**src/bfr_pkg.sv**
```systemverilog
// Shared types and constants for the byte frame receiver.
package bfr_pkg;

    // Parse phase of the frame receiver.
    typedef enum logic [2:0] {
        PH_HUNT    = 3'd0,
        PH_TYPE    = 3'd1,
        PH_LEN_LO  = 3'd2,
        PH_LEN_HI  = 3'd3,
        PH_PAYLOAD = 3'd4,
        PH_CK_LO   = 3'd5,
        PH_CK_HI   = 3'd6,
        PH_END     = 3'd7
    } phase_t;

    // Frame status codes.
    localparam logic [2:0] ST_OK           = 3'd0;
    localparam logic [2:0] ST_BAD_START    = 3'd1;
    localparam logic [2:0] ST_BAD_LENGTH   = 3'd2;
    localparam logic [2:0] ST_BAD_CHECKSUM = 3'd3;
    localparam logic [2:0] ST_BAD_END      = 3'd4;

    // Result kinds.
    localparam logic KIND_PAYLOAD = 1'b0;
    localparam logic KIND_STATUS  = 1'b1;

    // Configuration register indexes.
    localparam logic [1:0] CFG_START_MARKER = 2'd0;
    localparam logic [1:0] CFG_END_MARKER   = 2'd1;
    localparam logic [1:0] CFG_MAX_PAYLOAD  = 2'd2;

    // Start marker, end marker, type, two length and two checksum bytes.
    localparam logic [15:0] FRAME_OVERHEAD = 16'd7;

    // One result item.
    typedef struct packed {
        logic       kind;
        logic [7:0] data_byte;
        logic [7:0] byte_index;
        logic [7:0] msg_type;
        logic [7:0] pay_len;
        logic [2:0] status;
        logic       last;
    } result_t;

endpackage

```
**src/bfr_parser.sv**
```systemverilog
// Frame parse state machine with running checksum and result generation.
module bfr_parser (
    input  logic             aclk,
    input  logic             aresetn,
    input  logic             accept,
    input  logic [7:0]       rx_byte,
    input  logic [7:0]       start_marker,
    input  logic [7:0]       end_marker,
    input  logic [7:0]       max_payload,
    output logic             res_valid,
    output bfr_pkg::result_t res
);
    import bfr_pkg::*;

    phase_t      phase_reg, phase_next;
    logic [7:0]  type_reg, type_next;
    logic [7:0]  len_lo_reg, len_lo_next;
    logic [7:0]  plen_reg, plen_next;
    logic [7:0]  count_reg, count_next;
    logic [15:0] sum_reg, sum_next;
    logic [7:0]  ck_lo_reg, ck_lo_next;

    logic [15:0] total;
    logic [15:0] total_m7;
    logic        len_bad;
    logic [7:0]  count_inc;
    logic [15:0] sum_init;

    always_ff @(posedge aclk) begin
        if (!aresetn) begin
            phase_reg  <= PH_HUNT;
            type_reg   <= '0;
            len_lo_reg <= '0;
            plen_reg   <= '0;
            count_reg  <= '0;
            sum_reg    <= '0;
            ck_lo_reg  <= '0;
        end else begin
            phase_reg  <= phase_next;
            type_reg   <= type_next;
            len_lo_reg <= len_lo_next;
            plen_reg   <= plen_next;
            count_reg  <= count_next;
            sum_reg    <= sum_next;
            ck_lo_reg  <= ck_lo_next;
        end
    end

    assign total     = {rx_byte, len_lo_reg};
    assign total_m7  = total - FRAME_OVERHEAD;
    assign len_bad   = (total < FRAME_OVERHEAD) || (total_m7 > {8'd0, max_payload});
    assign count_inc = count_reg + 8'd1;
    assign sum_init  = {8'd0, type_reg} + {8'd0, total_m7[7:0]}
                     + {8'd0, start_marker} + {8'd0, end_marker};

    always_comb begin
        phase_next  = phase_reg;
        type_next   = type_reg;
        len_lo_next = len_lo_reg;
        plen_next   = plen_reg;
        count_next  = count_reg;
        sum_next    = sum_reg;
        ck_lo_next  = ck_lo_reg;
        res_valid   = 1'b0;
        res         = '{kind: KIND_STATUS, data_byte: 8'd0, byte_index: 8'd0,
                        msg_type: type_reg, pay_len: plen_reg,
                        status: ST_OK, last: 1'b1};
        if (accept) begin
            unique case (phase_reg)
                PH_HUNT: begin
                    if (rx_byte == start_marker) begin
                        phase_next = PH_TYPE;
                    end else begin
                        res_valid    = 1'b1;
                        res.msg_type = 8'd0;
                        res.pay_len  = 8'd0;
                        res.status   = ST_BAD_START;
                    end
                end
                PH_TYPE: begin
                    type_next  = rx_byte;
                    phase_next = PH_LEN_LO;
                end
                PH_LEN_LO: begin
                    len_lo_next = rx_byte;
                    phase_next  = PH_LEN_HI;
                end
                PH_LEN_HI: begin
                    if (len_bad) begin
                        phase_next  = PH_HUNT;
                        res_valid   = 1'b1;
                        res.pay_len = 8'd0;
                        res.status  = ST_BAD_LENGTH;
                    end else begin
                        plen_next  = total_m7[7:0];
                        count_next = 8'd0;
                        sum_next   = sum_init;
                        phase_next = (total_m7[7:0] == 8'd0) ? PH_CK_LO : PH_PAYLOAD;
                    end
                end
                PH_PAYLOAD: begin
                    res_valid      = 1'b1;
                    res.kind       = KIND_PAYLOAD;
                    res.data_byte  = rx_byte;
                    res.byte_index = count_reg;
                    res.status     = ST_OK;
                    res.last       = 1'b0;
                    sum_next       = sum_reg + {8'd0, rx_byte};
                    count_next     = count_inc;
                    if (count_inc >= plen_reg) begin
                        phase_next = PH_CK_LO;
                    end
                end
                PH_CK_LO: begin
                    ck_lo_next = rx_byte;
                    phase_next = PH_CK_HI;
                end
                PH_CK_HI: begin
                    if ({rx_byte, ck_lo_reg} != sum_reg) begin
                        phase_next = PH_HUNT;
                        res_valid  = 1'b1;
                        res.status = ST_BAD_CHECKSUM;
                    end else begin
                        phase_next = PH_END;
                    end
                end
                PH_END: begin
                    phase_next = PH_HUNT;
                    res_valid  = 1'b1;
                    res.status = (rx_byte == end_marker) ? ST_OK : ST_BAD_END;
                end
                default: begin
                    phase_next = PH_HUNT;
                end
            endcase
        end
    end

endmodule

```
**src/bfr_out_reg.sv**
```systemverilog
// Result register between the parser and the result channel.
module bfr_out_reg (
    input  logic             aclk,
    input  logic             aresetn,
    input  logic             load,
    input  bfr_pkg::result_t load_data,
    input  logic             out_ready,
    output logic             out_valid,
    output bfr_pkg::result_t out_data,
    output logic             can_load
);
    import bfr_pkg::*;

    logic    valid_reg, valid_next;
    result_t data_reg, data_next;

    assign can_load = !valid_reg || out_ready;

    always_comb begin
        valid_next = valid_reg;
        data_next  = data_reg;
        if (load) begin
            valid_next = 1'b1;
            data_next  = load_data;
        end else if (out_ready) begin
            valid_next = 1'b0;
        end
    end

    always_ff @(posedge aclk) begin
        if (!aresetn) begin
            valid_reg <= 1'b0;
        end else begin
            valid_reg <= valid_next;
        end
    end

    always_ff @(posedge aclk) begin
        data_reg <= data_next;
    end

    assign out_valid = valid_reg;
    assign out_data  = data_reg;

endmodule

```
**src/byte_frame_receiver.sv**
```systemverilog
// Byte stream frame receiver with additive checksum check, top level.
// A payload byte or status result appears on the m_ side in the cycle after its input
// transfer. Throughput: one byte per cycle while s_ready is high, single parse stage.
// s_ready stays high while the result register is empty or is being drained this cycle.
// Reset (aresetn low at a clock edge) restores the default markers and maximum payload,
// returns the parser to hunting for a start marker and empties the result register.
module byte_frame_receiver (
    input  logic       aclk,
    input  logic       aresetn,
    // Input byte channel.
    input  logic       s_valid,
    output logic       s_ready,
    input  logic [7:0] s_rx_byte,
    // Result channel.
    output logic       m_valid,
    input  logic       m_ready,
    output logic       m_kind,
    output logic [7:0] m_data_byte,
    output logic [7:0] m_byte_index,
    output logic [7:0] m_msg_type,
    output logic [7:0] m_pay_len,
    output logic [2:0] m_status,
    output logic       m_last,
    // Configuration write channel.
    input  logic       cfg_valid,
    output logic       cfg_ready,
    input  logic [1:0] cfg_index,
    input  logic [7:0] cfg_data
);
    import bfr_pkg::*;

    logic       start_wr;
    logic [7:0] start_reg, start_next;
    logic [7:0] end_reg, end_next;
    logic [7:0] max_reg, max_next;

    logic    in_accept;
    logic    res_valid;
    result_t res;
    result_t out_data;
    logic    can_load;

    // Configuration writes are always taken; an index beyond the register list is
    // dropped. Writes must only happen while the block is idle; nothing enforces this.
    assign cfg_ready = 1'b1;
    assign start_wr  = cfg_valid && (cfg_index == CFG_START_MARKER);

    always_comb begin
        start_next = start_reg;
        end_next   = end_reg;
        max_next   = max_reg;
        if (start_wr) begin
            start_next = cfg_data;
        end
        if (cfg_valid && (cfg_index == CFG_END_MARKER)) begin
            end_next = cfg_data;
        end
        if (cfg_valid && (cfg_index == CFG_MAX_PAYLOAD)) begin
            max_next = cfg_data;
        end
    end

    always_ff @(posedge aclk) begin
        if (!aresetn) begin
            start_reg <= 8'h4E;
            end_reg   <= 8'h56;
            max_reg   <= 8'hFF;
        end else begin
            start_reg <= start_next;
            end_reg   <= end_next;
            max_reg   <= max_next;
        end
    end

    // A byte is taken whenever the result register can take whatever it produces.
    // Every byte that arrives advances the parser; at most one result comes of it.
    assign s_ready   = can_load;
    assign in_accept = s_valid && s_ready;

    bfr_parser u_parser (
        .aclk         (aclk),
        .aresetn      (aresetn),
        .accept       (in_accept),
        .rx_byte      (s_rx_byte),
        .start_marker (start_reg),
        .end_marker   (end_reg),
        .max_payload  (max_reg),
        .res_valid    (res_valid),
        .res          (res)
    );

    // The result register keeps a finished result until the downstream transfer; while
    // it waits, s_ready is low and the parser consumes no bytes.
    bfr_out_reg u_out_reg (
        .aclk      (aclk),
        .aresetn   (aresetn),
        .load      (res_valid),
        .load_data (res),
        .out_ready (m_ready),
        .out_valid (m_valid),
        .out_data  (out_data),
        .can_load  (can_load)
    );

    assign m_kind       = out_data.kind;
    assign m_data_byte  = out_data.data_byte;
    assign m_byte_index = out_data.byte_index;
    assign m_msg_type   = out_data.msg_type;
    assign m_pay_len    = out_data.pay_len;
    assign m_status     = out_data.status;
    assign m_last       = out_data.last;

endmodule
```
**config.mk**
```make
export PLATFORM = sky130hd
export DESIGN_NAME = byte_frame_receiver
export DESIGN_NICKNAME = d
export VERILOG_FILES = /design/src/bfr_pkg.sv /design/src/bfr_parser.sv /design/src/bfr_out_reg.sv /design/src/byte_frame_receiver.sv
export SDC_FILE = /design/constraint.sdc
export NUM_CORES = 1
export LEC_CHECK = 0
export BUFFER_PORTS_ARGS = -buffer_cell sky130_fd_sc_hd__buf_4
export CAP_MARGIN = 20
export CORE_ASPECT_RATIO = 0.9
export CORE_MARGIN = 1
export CORE_UTILIZATION = 53
export CTS_CLUSTER_SIZE = 30
export DETAILED_ROUTE_END_ITERATION = 10
export GPL_TIMING_DRIVEN = 0
export PLACE_DENSITY = 0.72
export SYNTH_ARGS = -nofsm -noshare
export SYNTH_HDL_FRONTEND = slang
export SYNTH_SLANG_ARGS = --single-unit
```
**constraint.sdc**
```tcl
create_clock -name aclk -period 4.4 [get_ports aclk]
set_clock_uncertainty 0.15 [all_clocks]
set_input_delay 0 -clock aclk [delete_from_list [all_inputs] [get_ports aclk]]
set_output_delay 0 -clock aclk [all_outputs]
set_load 0.05 [all_outputs]
```
## After elaboration in Yosys (flattened, before gate mapping)

Index checks and enable logic that the tools add are counted.

- Bitwise operators: 1
- Muxes and demuxes: 27
- Reduce and logical (&&, ||, !) cells: 20
- Order comparisons: 3
- Eq/ne operators: 15
- $add $sub $neg: 6

Operator list:

| operator | number |
|---|---|
| $add 16x8->16 | 3 |
| $pmux 16 s2 | 1 |
| $pmux 8 s2 | 2 |
| $pmux 3 s8 | 1 |
| $mux 20 | 1 |
| $mux 19 | 1 |
| $mux 17 | 1 |
| $eq 8x8->1 | 2 |
| $gt 16x8->1 | 1 |
| $lt 16x3->1 const B | 1 |
| $mux 16 | 1 |
| $mux 8 | 2 |
| $ne 16x16->1 | 1 |
| $sub 16x3->16 const B | 1 |
| $mux 3 | 5 |
| $eq 3x3->1 const B | 4 |
| $pmux 3 s4 | 1 |
| $mux 11 | 1 |
| $add 8x8->9 | 1 |
| $reduce_and 3->1 | 3 |
| $add 8x1->8 const B | 1 |
| $ge 8x8->1 | 1 |
| $logic_not 8->1 | 1 |
| $mux 1 | 8 |
| other kinds (17) | 27 |

- Register bits after elaboration: 121
- Input port bits: 23
- Word-level logic and storage cells: 90
- Output and inout bits: 40

## Logic depth before layout (Yosys ltp)

Gate-level depths: netlist of the first run.

- Depth in word-level cells: 7
- Mapped depth: 18
- Depth with buffers taken out: 18

## Modules after synthesis

From an unflattened synthesis of the first run, not the netlist that was laid out.

- Cells, all modules: 777
- Area, all modules: 7,185.6 µm²

By module, submodules not included:

| module | area an instance (µm²) | sequential area each (µm²) | times used | cells each |
|---|---|---|---|---|
| bfr_parser | 5,033.6 | 1,181.1 | 1 | 639 |
| bfr_out_reg | 1,159.9 | 1,131.1 | 1 | 41 |
| byte_frame_receiver | 992.2 | 480.5 | 1 | 97 |

## Worst setup path before layout of the first run

Ideal clock, no wire load.

- Path kind: register to register
- Start: register u_parser.len_lo_reg[0]
- End: register u_out_reg.data_reg, in the netlist u_out_reg.out_data[10] (enable)
- Setup slack: -0.109 ns
- Arrival time: 3.917 ns
- Clock period less this slack: 4.509 ns
- Stages on the path, launching flop included: 13
- Required time: 3.809 ns
- Buffers on the path: 0
- Library setup time: 0.441 ns
- Cell sequence: dfxtp_1 ha_1 a211o_1 nor2_1 xor2_1 ha_1 nand4_1 nand2b_1 a21oi_1 a211oi_2 nand3_1 nor2_1 a21oi_1

- Cells in the longest elaborated chain, start to end: 6
- Elaborated cells on any way between the ends: 7
- Classes of those cells: 1 x add/sub; 2 x order compare; 3 x mux; 1 x reduce/logical

RTL lines:

| item | line | text |
|---|---|---|
| from (decl) | bfr_parser.sv:17 | `logic [7:0] len_lo_reg, len_lo_next;` |
| from (signal assigned) | bfr_parser.sv:41 | `len_lo_reg <= len_lo_next;` |
| $sub 16x3->16 | bfr_parser.sv:50 | `assign total_m7 = total - FRAME_OVERHEAD;` |
| named net u_parser.total_m7[6] | bfr_parser.sv:24 | `logic [15:0] total_m7;` |
| $gt 16x8->1 | bfr_parser.sv:51 | `assign len_bad = (total < FRAME_OVERHEAD) \|\| (total_m7 > {8'd0, max_payload});` |
| $logic_or 1x1->1 | bfr_parser.sv:51 |  |
| $mux 1 | bfr_parser.sv:89 | `if (len_bad) begin` |
| $pmux 1 s4 | bfr_parser.sv:69 | `unique case (phase_reg)` |
| $mux 1 | bfr_parser.sv:68 | `if (accept) begin` |
| named net res_valid | byte_frame_receiver.sv:38 | `logic res_valid;` |
| to (signal assigned) | bfr_out_reg.sv:39 | `data_reg <= data_next;` |
| to (decl) | bfr_out_reg.sv:15 | `result_t data_reg, data_next;` |

The timed path passes the listed nets, and every way through them passes these cells.
A chain may end at the register's enable or synchronous reset.

## Worst setup path in the final report of the first run

- Start: register u_parser.len_lo_reg[2]
- End: register u_parser.sum_reg[8]

- Cells in the longest elaborated chain, start to end: 6
- Elaborated cells on any way between the ends: 11
- Classes of those cells: 4 x add/sub; 2 x order compare; 1 x eq/ne; 2 x mux; 2 x reduce/logical

RTL lines:

| item | line | text |
|---|---|---|
| $sub 16x3->16 * | bfr_parser.sv:50 |  |
| named net u_parser.total_m7[5] | bfr_parser.sv:24 |  |
| $add 8x8->9 | bfr_parser.sv:53 | `assign sum_init = {8'd0, type_reg} + {8'd0, total_m7[7:0]}` |
| $add 16x8->16 (2 in series) | bfr_parser.sv:54 | `+ {8'd0, start_marker} + {8'd0, end_marker};` |
| $mux 16 | bfr_parser.sv:89 |  |
| $pmux 16 s2 | bfr_parser.sv:69 |  |
| to (signal assigned) | bfr_parser.sv:44 | `sum_reg <= sum_next;` |
| to (decl) | bfr_parser.sv:20 | `logic [15:0] sum_reg, sum_next;` |

The timed path passes the listed nets; every way through them passes the cells marked *. The select of a mux whose other input is x is not followed.

==> impl_results.md, run 1 <==
* Gate power share at 14.9%
* Hold Path Class: input pin to flop
* Beginning of the worst register-to-register path: u_parser.len_lo_reg[2]$_SDFFE_PN0P_
* Die width at around 120 um
* Period minus WS final at approximately 4.3 ns
* Top cell type's share of synthesized area at about a quarter
* Startpoint types: flop
* # rows at 39
* Routed wire per std cell at around 20 um
* Clock share of power at between 40 and 50%
* Reg clk slew, reported paths at about 0.060 ns
* Crit path kind: flop to flop
* Cell count after synthesis at approximately 760
* H-tree levels at 4
* Outcome: complete, no violations
* Placed cells at 983
* Setup TNS at 0 ns
* Yosys cell types at just over 60
* R2R depth at 15
* HPWL after DPL at around 14000 um
* Number of flops mapped to enable cells by yosys at 36
* Main area contributors after synthesis: dfxtp_1 (24%), edfxtp_1 (15%), ha_1 (7.8%), xor2_1 (5.6%), mux2i_1 (5.4%)
* Wirelength, routed at a little over 20000 um
* Sw power at ~0.8 mW
* # nets final at approximately 940
* #FFs+latches synth at between 100 and 150
* Largest net degree at the start of global routing at 22
* Vias at roughly 6200
* Fin Hold WS at 0.0383 ns
* DRC at 0
* Final max-slew violation count at 0
* Via/cell ratio at approximately 6
* Tcrit/Tclk final at roughly 100%
* Vias in the first global route at ~6000
* CP arrival at approximately 4.5 ns
* Filler instances at 1006
* Ports at 63
* GP Congestion at about 0.94
* Iteration-0 DRC Markers at between 500 and 600
* Synth warnings at 0
* Max reg flops at 36
* Input/output buffers at 61
* Root buf cell: clkbuf_16
* Worst relative slew slack at between 30% and 40%
* CTS tree: built
* Die Area at around 14000 sq um
* Antenna-violating nets left at 0
* Clock tree buffer depth at 2
* Global-route wire length before repair at 31600 um
* FF/Latch Area at 2770 sq um
* Worst-path fanout max at 5
* Leading area contributor after synthesis: dfxtp_1
* Main flop type after synthesis: dfxtp_1
* Starting Density at between 50% and 60%
* Worst setup startpoint: u_parser.len_lo_reg[2]$_SDFFE_PN0P_
* Worst Tran Pin Value at 1.04 ns
* Multi-input gate area at roughly 4000 sq um
* Reg power frac at 40.4%
* Min-Delay Startpoint: s_rx_byte[2]
* Worst VDD drop at approximately 0.27 mV
* Req. time, crit path at ~4.6 ns
* DRT Pass-1 Iters at 5
* CP Capture Type: flop
* Mapped Area at about 7000 sq um
* Finished Layout Cells at ~1000
* Final setup viols at 0
* FMAX at between 200 and 250 MHz
* Async SR Flop Fraction at 0%
* Clk sinks at 120
* Core area at ~13000 sq um
* Later-pin clock latency in the skew report at ~0.43 ns
* Hold Vio Cnt, Final at 0
* Initial antenna violation count at 0
* Gr ovfl total at 0
* Die Y at around 110 um
* Power Density at about 340 nW/um^2
* Lkg Pwr at slightly below 4 nW
* Maximum capacitance violations at 0
* Syn Area/Cell at approximately 9.3 sq um
* Net Sw Frac at between 20% and 30%
* Layout area overhead at 23.6%
* Gr usage total at between 30% and 40%
* Seq/Total Area, Yosys at between 30% and 40%
* TritonCTS Buffers at 17
* Min-Delay Path Depth at 4
* Share of layout cells above drive strength 1 at 16.0%
* Internal power at about 2.2 mW
* Net count after synthesis at between 800 and 900
* # diodes at 0
==> cells by family after synthesis <==
kind of cell,share of synthesized area [%]
XOR/XNOR,7.35
other,0.0533
adder cells (fa/ha/maj),11.0
AO/OA/AOI/OAI,14.0
flip-flops,39.3
AND/OR/NAND/NOR,17.1
multiplexers,5.41
buffers and inverters,5.83
==> worst max-delay path: stages, from the launching register on <==
cell       delay (ns)
dfxtp_2          0.44
nand3_1          0.24
nand2_2          0.25
xnor2_4          0.13
ha_1             0.40
a21o_1           0.20
a31oi_2          0.25
xnor2_2          0.14
fa_1             0.50
inv_1            0.04
ha_1             0.33
o21ai_0          0.34
o21bai_1         0.16
xor2_1           0.30
a2bb2oi_1        0.11
o32ai_1          0.23
==> metrics by stage <==
stage / setup slack [ns] / cell area (sq um) / power (mW) / util, %
3_3_place_gp: -0.259 / 7700 / 1.62 / 60.0
2_1_floorplan: 0.562 / 7040 / 1.49 / -
6_report: 0.0765 / 8690 / 2.95 / 67.7
5_1_grt: -0.103 / 8690 / 3.04 / 67.7
4_1_cts: 0.0108 / 8600 / 2.95 / 67.0
3_5_place_dp: -0.338 / 7740 / 1.63 / 60.3
==> routing by layer <==
metal / vias up / global-route usage [%] / routed length [um] / share of wire, %
met4: 0 / 18.0 / 575 / 2.8
li1: 2885 / - / - / -
met5: - / 0 / 0 / 0
met1: 2934 / 40.1 / 8810 / 43
met2: 285 / 46.9 / 9670 / 47
met3: 49 / 7.10 / 1500 / 7.3
==> Yosys cell counts, types with 6 or more instances <==
cell and n:
nor2_1 78, a21o_1 9, mux2i_1 38, nand3_1 13, nand2_1 50, xor2_1 45
a31oi_1 6, clkbuf_1 24, o21ai_0 23, or3_1 7, and2_1 10, o211ai_1 16
a21oi_1 37, xnor2_1 14, dfxtp_1 84, and3_1 17, nor3_1 14, o21bai_1 7
edfxtp_1 36, o31ai_1 6, nor4_1 12, ha_1 44, inv_1 62, fa_1 11
a211oi_1 12, nor2b_1 10
==> worst paths after layout <==
check / endpoint / slack, ns
worst max-delay path: u_parser.sum_reg[8]$_SDFFE_PN0P_ / 0.08
worst min-delay path: u_parser.type_reg[2]$_SDFFE_PN0P_ / 0.04
worst max register to register: u_parser.sum_reg[8]$_SDFFE_PN0P_ / 0.08
worst min register to register: u_parser.sum_reg[5]$_SDFFE_PN0P_ / 0.36
==> layout by cell type, fill, tap and decap left out, types with 6 or more instances in the layout <==
cell type       n
dfxtp_1        81
nor2_1         77
buf_4          71
inv_1          62
nand2_1        49
ha_1           42
xor2_1         40
mux2i_1        38
edfxtp_1       36
a21oi_1        34
clkbuf_1       26
o21ai_0        22
dlygate4sd3_1  21
clkbuf_16      18
and3_1         17
o211ai_1       16
nand3_1        13
nor4_1         12
nor3_1         12
xnor2_1        12
a211oi_1       11
fa_1           11
nor2b_1        10
and2_1         10
a21o_1          9
or3_1           7
o31ai_1         6
o21bai_1        6
==> final cells by class <==
cell class                 instances  share of cell area [%]
buffer                            37                    2.04
sequential                       120                    31.9
inverter                          62                    2.68
tap                              164                    2.36
timing repair buffer              88                    8.43
multi-input combinational        538                    46.1
clock buffer                      25                    6.06
clock inverter                     7                   0.461
==> power by group through the flow <==
stage	Sequential [mW]	Clock, mW	Combinational [mW]
2_1_floorplan	1.31	0	0.179
3_3_place_gp	1.22	0	0.399
3_5_place_dp	1.22	0	0.417
4_1_cts	1.19	1.32	0.435
5_1_grt	1.20	1.38	0.468
6_report	1.19	1.32	0.440
==> repair_timing <==
item,CTS,global route
endpoints found under the setup margin,3,2
buffers inserted,1,4
hold buffers,21,0
gates resized for setup,13,13
pin swaps,2,8
hold endpoints to repair,47,0
Power figures use the tool's default switching activity.
==> inputs of run 2 (changes only) <==
--- a/config.mk
+++ b/config.mk
@@ -10,10 +10,12 @@
 export CORE_ASPECT_RATIO = 0.9
 export CORE_MARGIN = 1
 export CORE_UTILIZATION = 53
+export CTS_CLUSTER_DIAMETER = 150
 export CTS_CLUSTER_SIZE = 30
 export DETAILED_ROUTE_END_ITERATION = 10
 export GPL_TIMING_DRIVEN = 0
 export PLACE_DENSITY = 0.72
 export SYNTH_ARGS = -nofsm -noshare
 export SYNTH_HDL_FRONTEND = slang
+export SYNTH_HIERARCHICAL = 1
 export SYNTH_SLANG_ARGS = --single-unit
==> run 2 against run 1 <==
- clock power up 8%
- first-iteration DRC count increased by 17%
- clock-buffer cell count decreased by 2
- via count grew 5.0%
- critical path type unchanged
- largest cell class unchanged
==> impl_results.md, run 2 <==
* DRC at 0 (unchanged)
* Hold Path Class: input pin to flop
* Synth warnings at 6 (+6)
* Later-pin clock latency in the skew report at 0.43 ns (about the same)
* H-tree levels at 4 (unchanged)
* CP Cell Sequence: ha_4, xor2_2, ha_1, a21o_1, a21oi_2, o21bai_1, a21oi_2, xnor2_2, fa_1, ha_1, nor3_1, or3_1, mux2i_2, a22oi_1, o31a_1
* Largest net degree at the start of global routing at 21 (-4.5%)
* Min-Delay Startpoint: s_rx_byte[6]
* Number of flops mapped to enable cells by yosys at 37 (+2.8%)
* Critical path's slowest cell: fa_1
* Clock tree buffer depth at 2 (unchanged)
* Max stage delay on crit path at 0.53 ns (+0.03 ns)
* Placed instance area at 7900 sq um (+2.0%)
* Input/output buffers at 61 (unchanged)
* #FFs+latches synth at 121 (+0.83%)
* Net count after synthesis at 854 (+2.3%)
* Mapped Area at 7190 sq um (+2.2%)
* Placed cells at 1004 (+2.1%)
* Req. time, crit path at 4.56 ns (-0.03 ns)
* Outcome: complete, no violations
* Seq/Total Area, Yosys at 38.9% (-0.41 points)
* Initial antenna violation count at 1 (+1)
* Maximum capacitance violations at 0 (unchanged)
* CP Capture Type: flop
* Starting Density at 55.6% (+0.76 points)
* FMAX at 232 MHz (+0.22%)
* # diodes at 0 (unchanged)
* Main flop type after synthesis: dfxtp_1
* Max reg flops at 37 (+2.8%)
* Worst VDD drop at 0.280 mV (+2.1%)
* FF/Latch Area at 2800 sq um (+1.0%)
* Main area contributors after synthesis: dfxtp_1 (23%), edfxtp_1 (15%), ha_1 (7.5%), mux2i_1 (5.9%), xor2_1 (4.1%)
* # nets final at 969 (+2.9%)
* Die Area at 14000 sq um (+2.1%)
* Setup TNS at 0 ns (unchanged)
* Async SR Flop Fraction at 0% (unchanged)
* Leading area contributor after synthesis: dfxtp_1
* Ports at 63 (unchanged)
* Final max-slew violation count at 0 (unchanged)
* # rows at 39 (unchanged)
* Pre-CTS WS at -0.478 ns (-0.140 ns)
* Reg clk slew, reported paths at 0.05 ns (about the same)
* Vias at 6461 (+5.0%)
* Filler instances at 931 (-7.5%)
* Total power at 3.30 mW (+12%)
* Syn Area/Cell at 9.25 sq um (-0.48%)
* Startpoint types: flop
* Hold Vio Cnt, Final at 0 (unchanged)
* Root buf cell: clkbuf_16
* Core area at 12900 sq um (+0.76%)
* Worst setup startpoint: u_parser/len_lo_reg[0]$_SDFFE_PN0P_
* Beginning of the worst register-to-register path: u_parser/len_lo_reg[0]$_SDFFE_PN0P_
* TritonCTS Buffers at 17 (unchanged)
* Multi-input gate area at 4220 sq um (+5.2%)
* Fin util at 69.5% (+1.7 points)
* Vias in the first global route at 6454 (+7.2%)
* Yosys cell types at 70 (+13%)
* Share of layout cells above drive strength 1 at 16.1% (+0.17 points)
* Final setup viols at 0 (unchanged)
* Clk sinks at 121 (+0.83%)
* Commonest cells after routing, fill and taps aside: dfxtp_1 (82), nand2_1 (73), buf_4 (69)
* Reg2Reg Setup Slack at 0.09 ns (about the same)
* CP Buf/Inv Count at 0 (-1)
* Layout area overhead at 25.0%
* Die width at 125 um (+1.1%)
* Most common cell after layout, fill and taps aside: dfxtp_1
* CP arrival at 4.48 ns (-0.03 ns)
* Final WS setup at 0.0858 ns (+0.00933 ns)
* Crit path kind: flop to flop
* GP Congestion at 0.966 (+2.6%)
* Wirelength, routed at 20700 um (+0.85%)
* Gr ovfl total at 0 (unchanged)
* Worst-path fanout max at 7 (+2)
* Global-route wire length before repair at 32700 um (+3.5%)
* Power Density at 368 nW/um^2 (+8.2%)
* Cell count after synthesis at 777 (+2.6%)
* Crit path max-delay family: adder cells
* Via/cell ratio at 6.04 (+2.3%)
* Tcrit/Tclk final at 98.1% (-0.21 points)
* CTS tree: built
* Finished Layout Cells at 1069 (+2.7%)
* DRT Pass-1 Iters at 5 (unchanged)
* Iteration-0 DRC Markers at 686 (+17%)
* Gr usage total at 30.2% (-0.80 points)
* Fin Hold WS at 0.0304 ns (-0.00790 ns)
* Period minus WS final at 4.31 ns (-0.00933 ns)
* Fin area at 8980 sq um (+3.3%)
* Most numerous cell in the Yosys netlist: dfxtp_1
* Top cell type's share of synthesized area at 23.4% (-0.50 points)
* Lkg Pwr at 3.73 nW (-3.1%)
* Antenna-violating nets left at 0 (unchanged)
* Worst relative slew slack at 25.7% (-4.8 points)
* Worst Tran Pin Value at 1.11 ns (+0.0690 ns)
* HPWL after DPL at 14600 um (+2.1%)
* Routed wire per std cell at 19.4 um (-1.8%)
* Die Y at 112 um (+1.1%)
* Post-synth top cells: dfxtp_1 (84), nand2_1 (73), nor2_1 (56)
## run 2: changes by cell type in the layout (fill, tap and decap cells not counted), moves of 6 or more
cell,before,now
inv_1,62,44
nor2_1,77,55
nand2_1,49,73
o211ai_1,16,5
nor2b_1,10,33
clkbuf_1,26,33
nor3_1,12,18
xor2_1,40,28
xnor2_1,12,20
nand3_1,13,21
## run 2: area by class of cell
class	instances	area share [%]
Clock inverter	9	1.64
Sequential cell	121	31.2
Timing Repair Buffer	96	8.89
Multi-Input combinational cell	570	47.0
Buffer	42	2.24
Clock buffer	23	4.99
Inverter	44	1.84
Tap cell	164	2.28
## run 2: repair_timing
action	CTS	global route
endpoints found under the setup margin	3	2
pin swaps	5	7
gates resized for setup	18	16
hold buffers	26	0
hold endpoints to repair	38	0
buffers inserted	2	4
## run 2: kinds of logic after synthesis
family | Yosys count | share of synthesized area (%)
AOI/OAI and AO/OA | 139 | 12.7
xor gates and xnor gates | 59 | 7.19
adders and majority gates | 54 | 10.6
buffers and inverters | 86 | 5.10
DFF | 121 | 38.9
muxes | 42 | 5.85
other | 1 | 0.0522
and+or+nand+nor | 275 | 19.6
## run 2: where the power goes
part / switching [mW] / total [mW] / internal (mW)
Clock: 0.485 / 1.43 / 0.941
Sequential: 0.0307 / 1.24 / 1.21
Combinational: 0.405 / 0.640 / 0.235
Total: 0.921 / 3.30 / 2.38
## run 2: final timing paths
kind,end,depth (start not counted)
setup reg to reg,u_parser/sum_reg[8]$_SDFFE_PN0P_,15
hold reg to reg,u_parser/ck_lo_reg[0]$_SDFFE_PN0P_,2
setup / recovery,u_parser/sum_reg[8]$_SDFFE_PN0P_,15
hold / removal,u_parser/sum_reg[6]$_SDFFE_PN0P_,5
## run 2: metal layers
layer,up-vias,global-route usage (%),part of all wire (%),wire length [um]
met5,-,0,0,0
li1,2967,-,-,-
met3,76,8.20,9.4,1940
met1,3050,38.6,41,8550
met4,0,16.0,3.6,754
met2,368,46.8,46,9490
## run 2: tightest hold or removal path, delay by kind of cell
family | cells | cell delay [ns]
xor+xnor | 1 | 0.08
compound gates | 2 | 0.21
fa+ha+maj | 1 | 0.18
buf+inv | 1 | 0.09
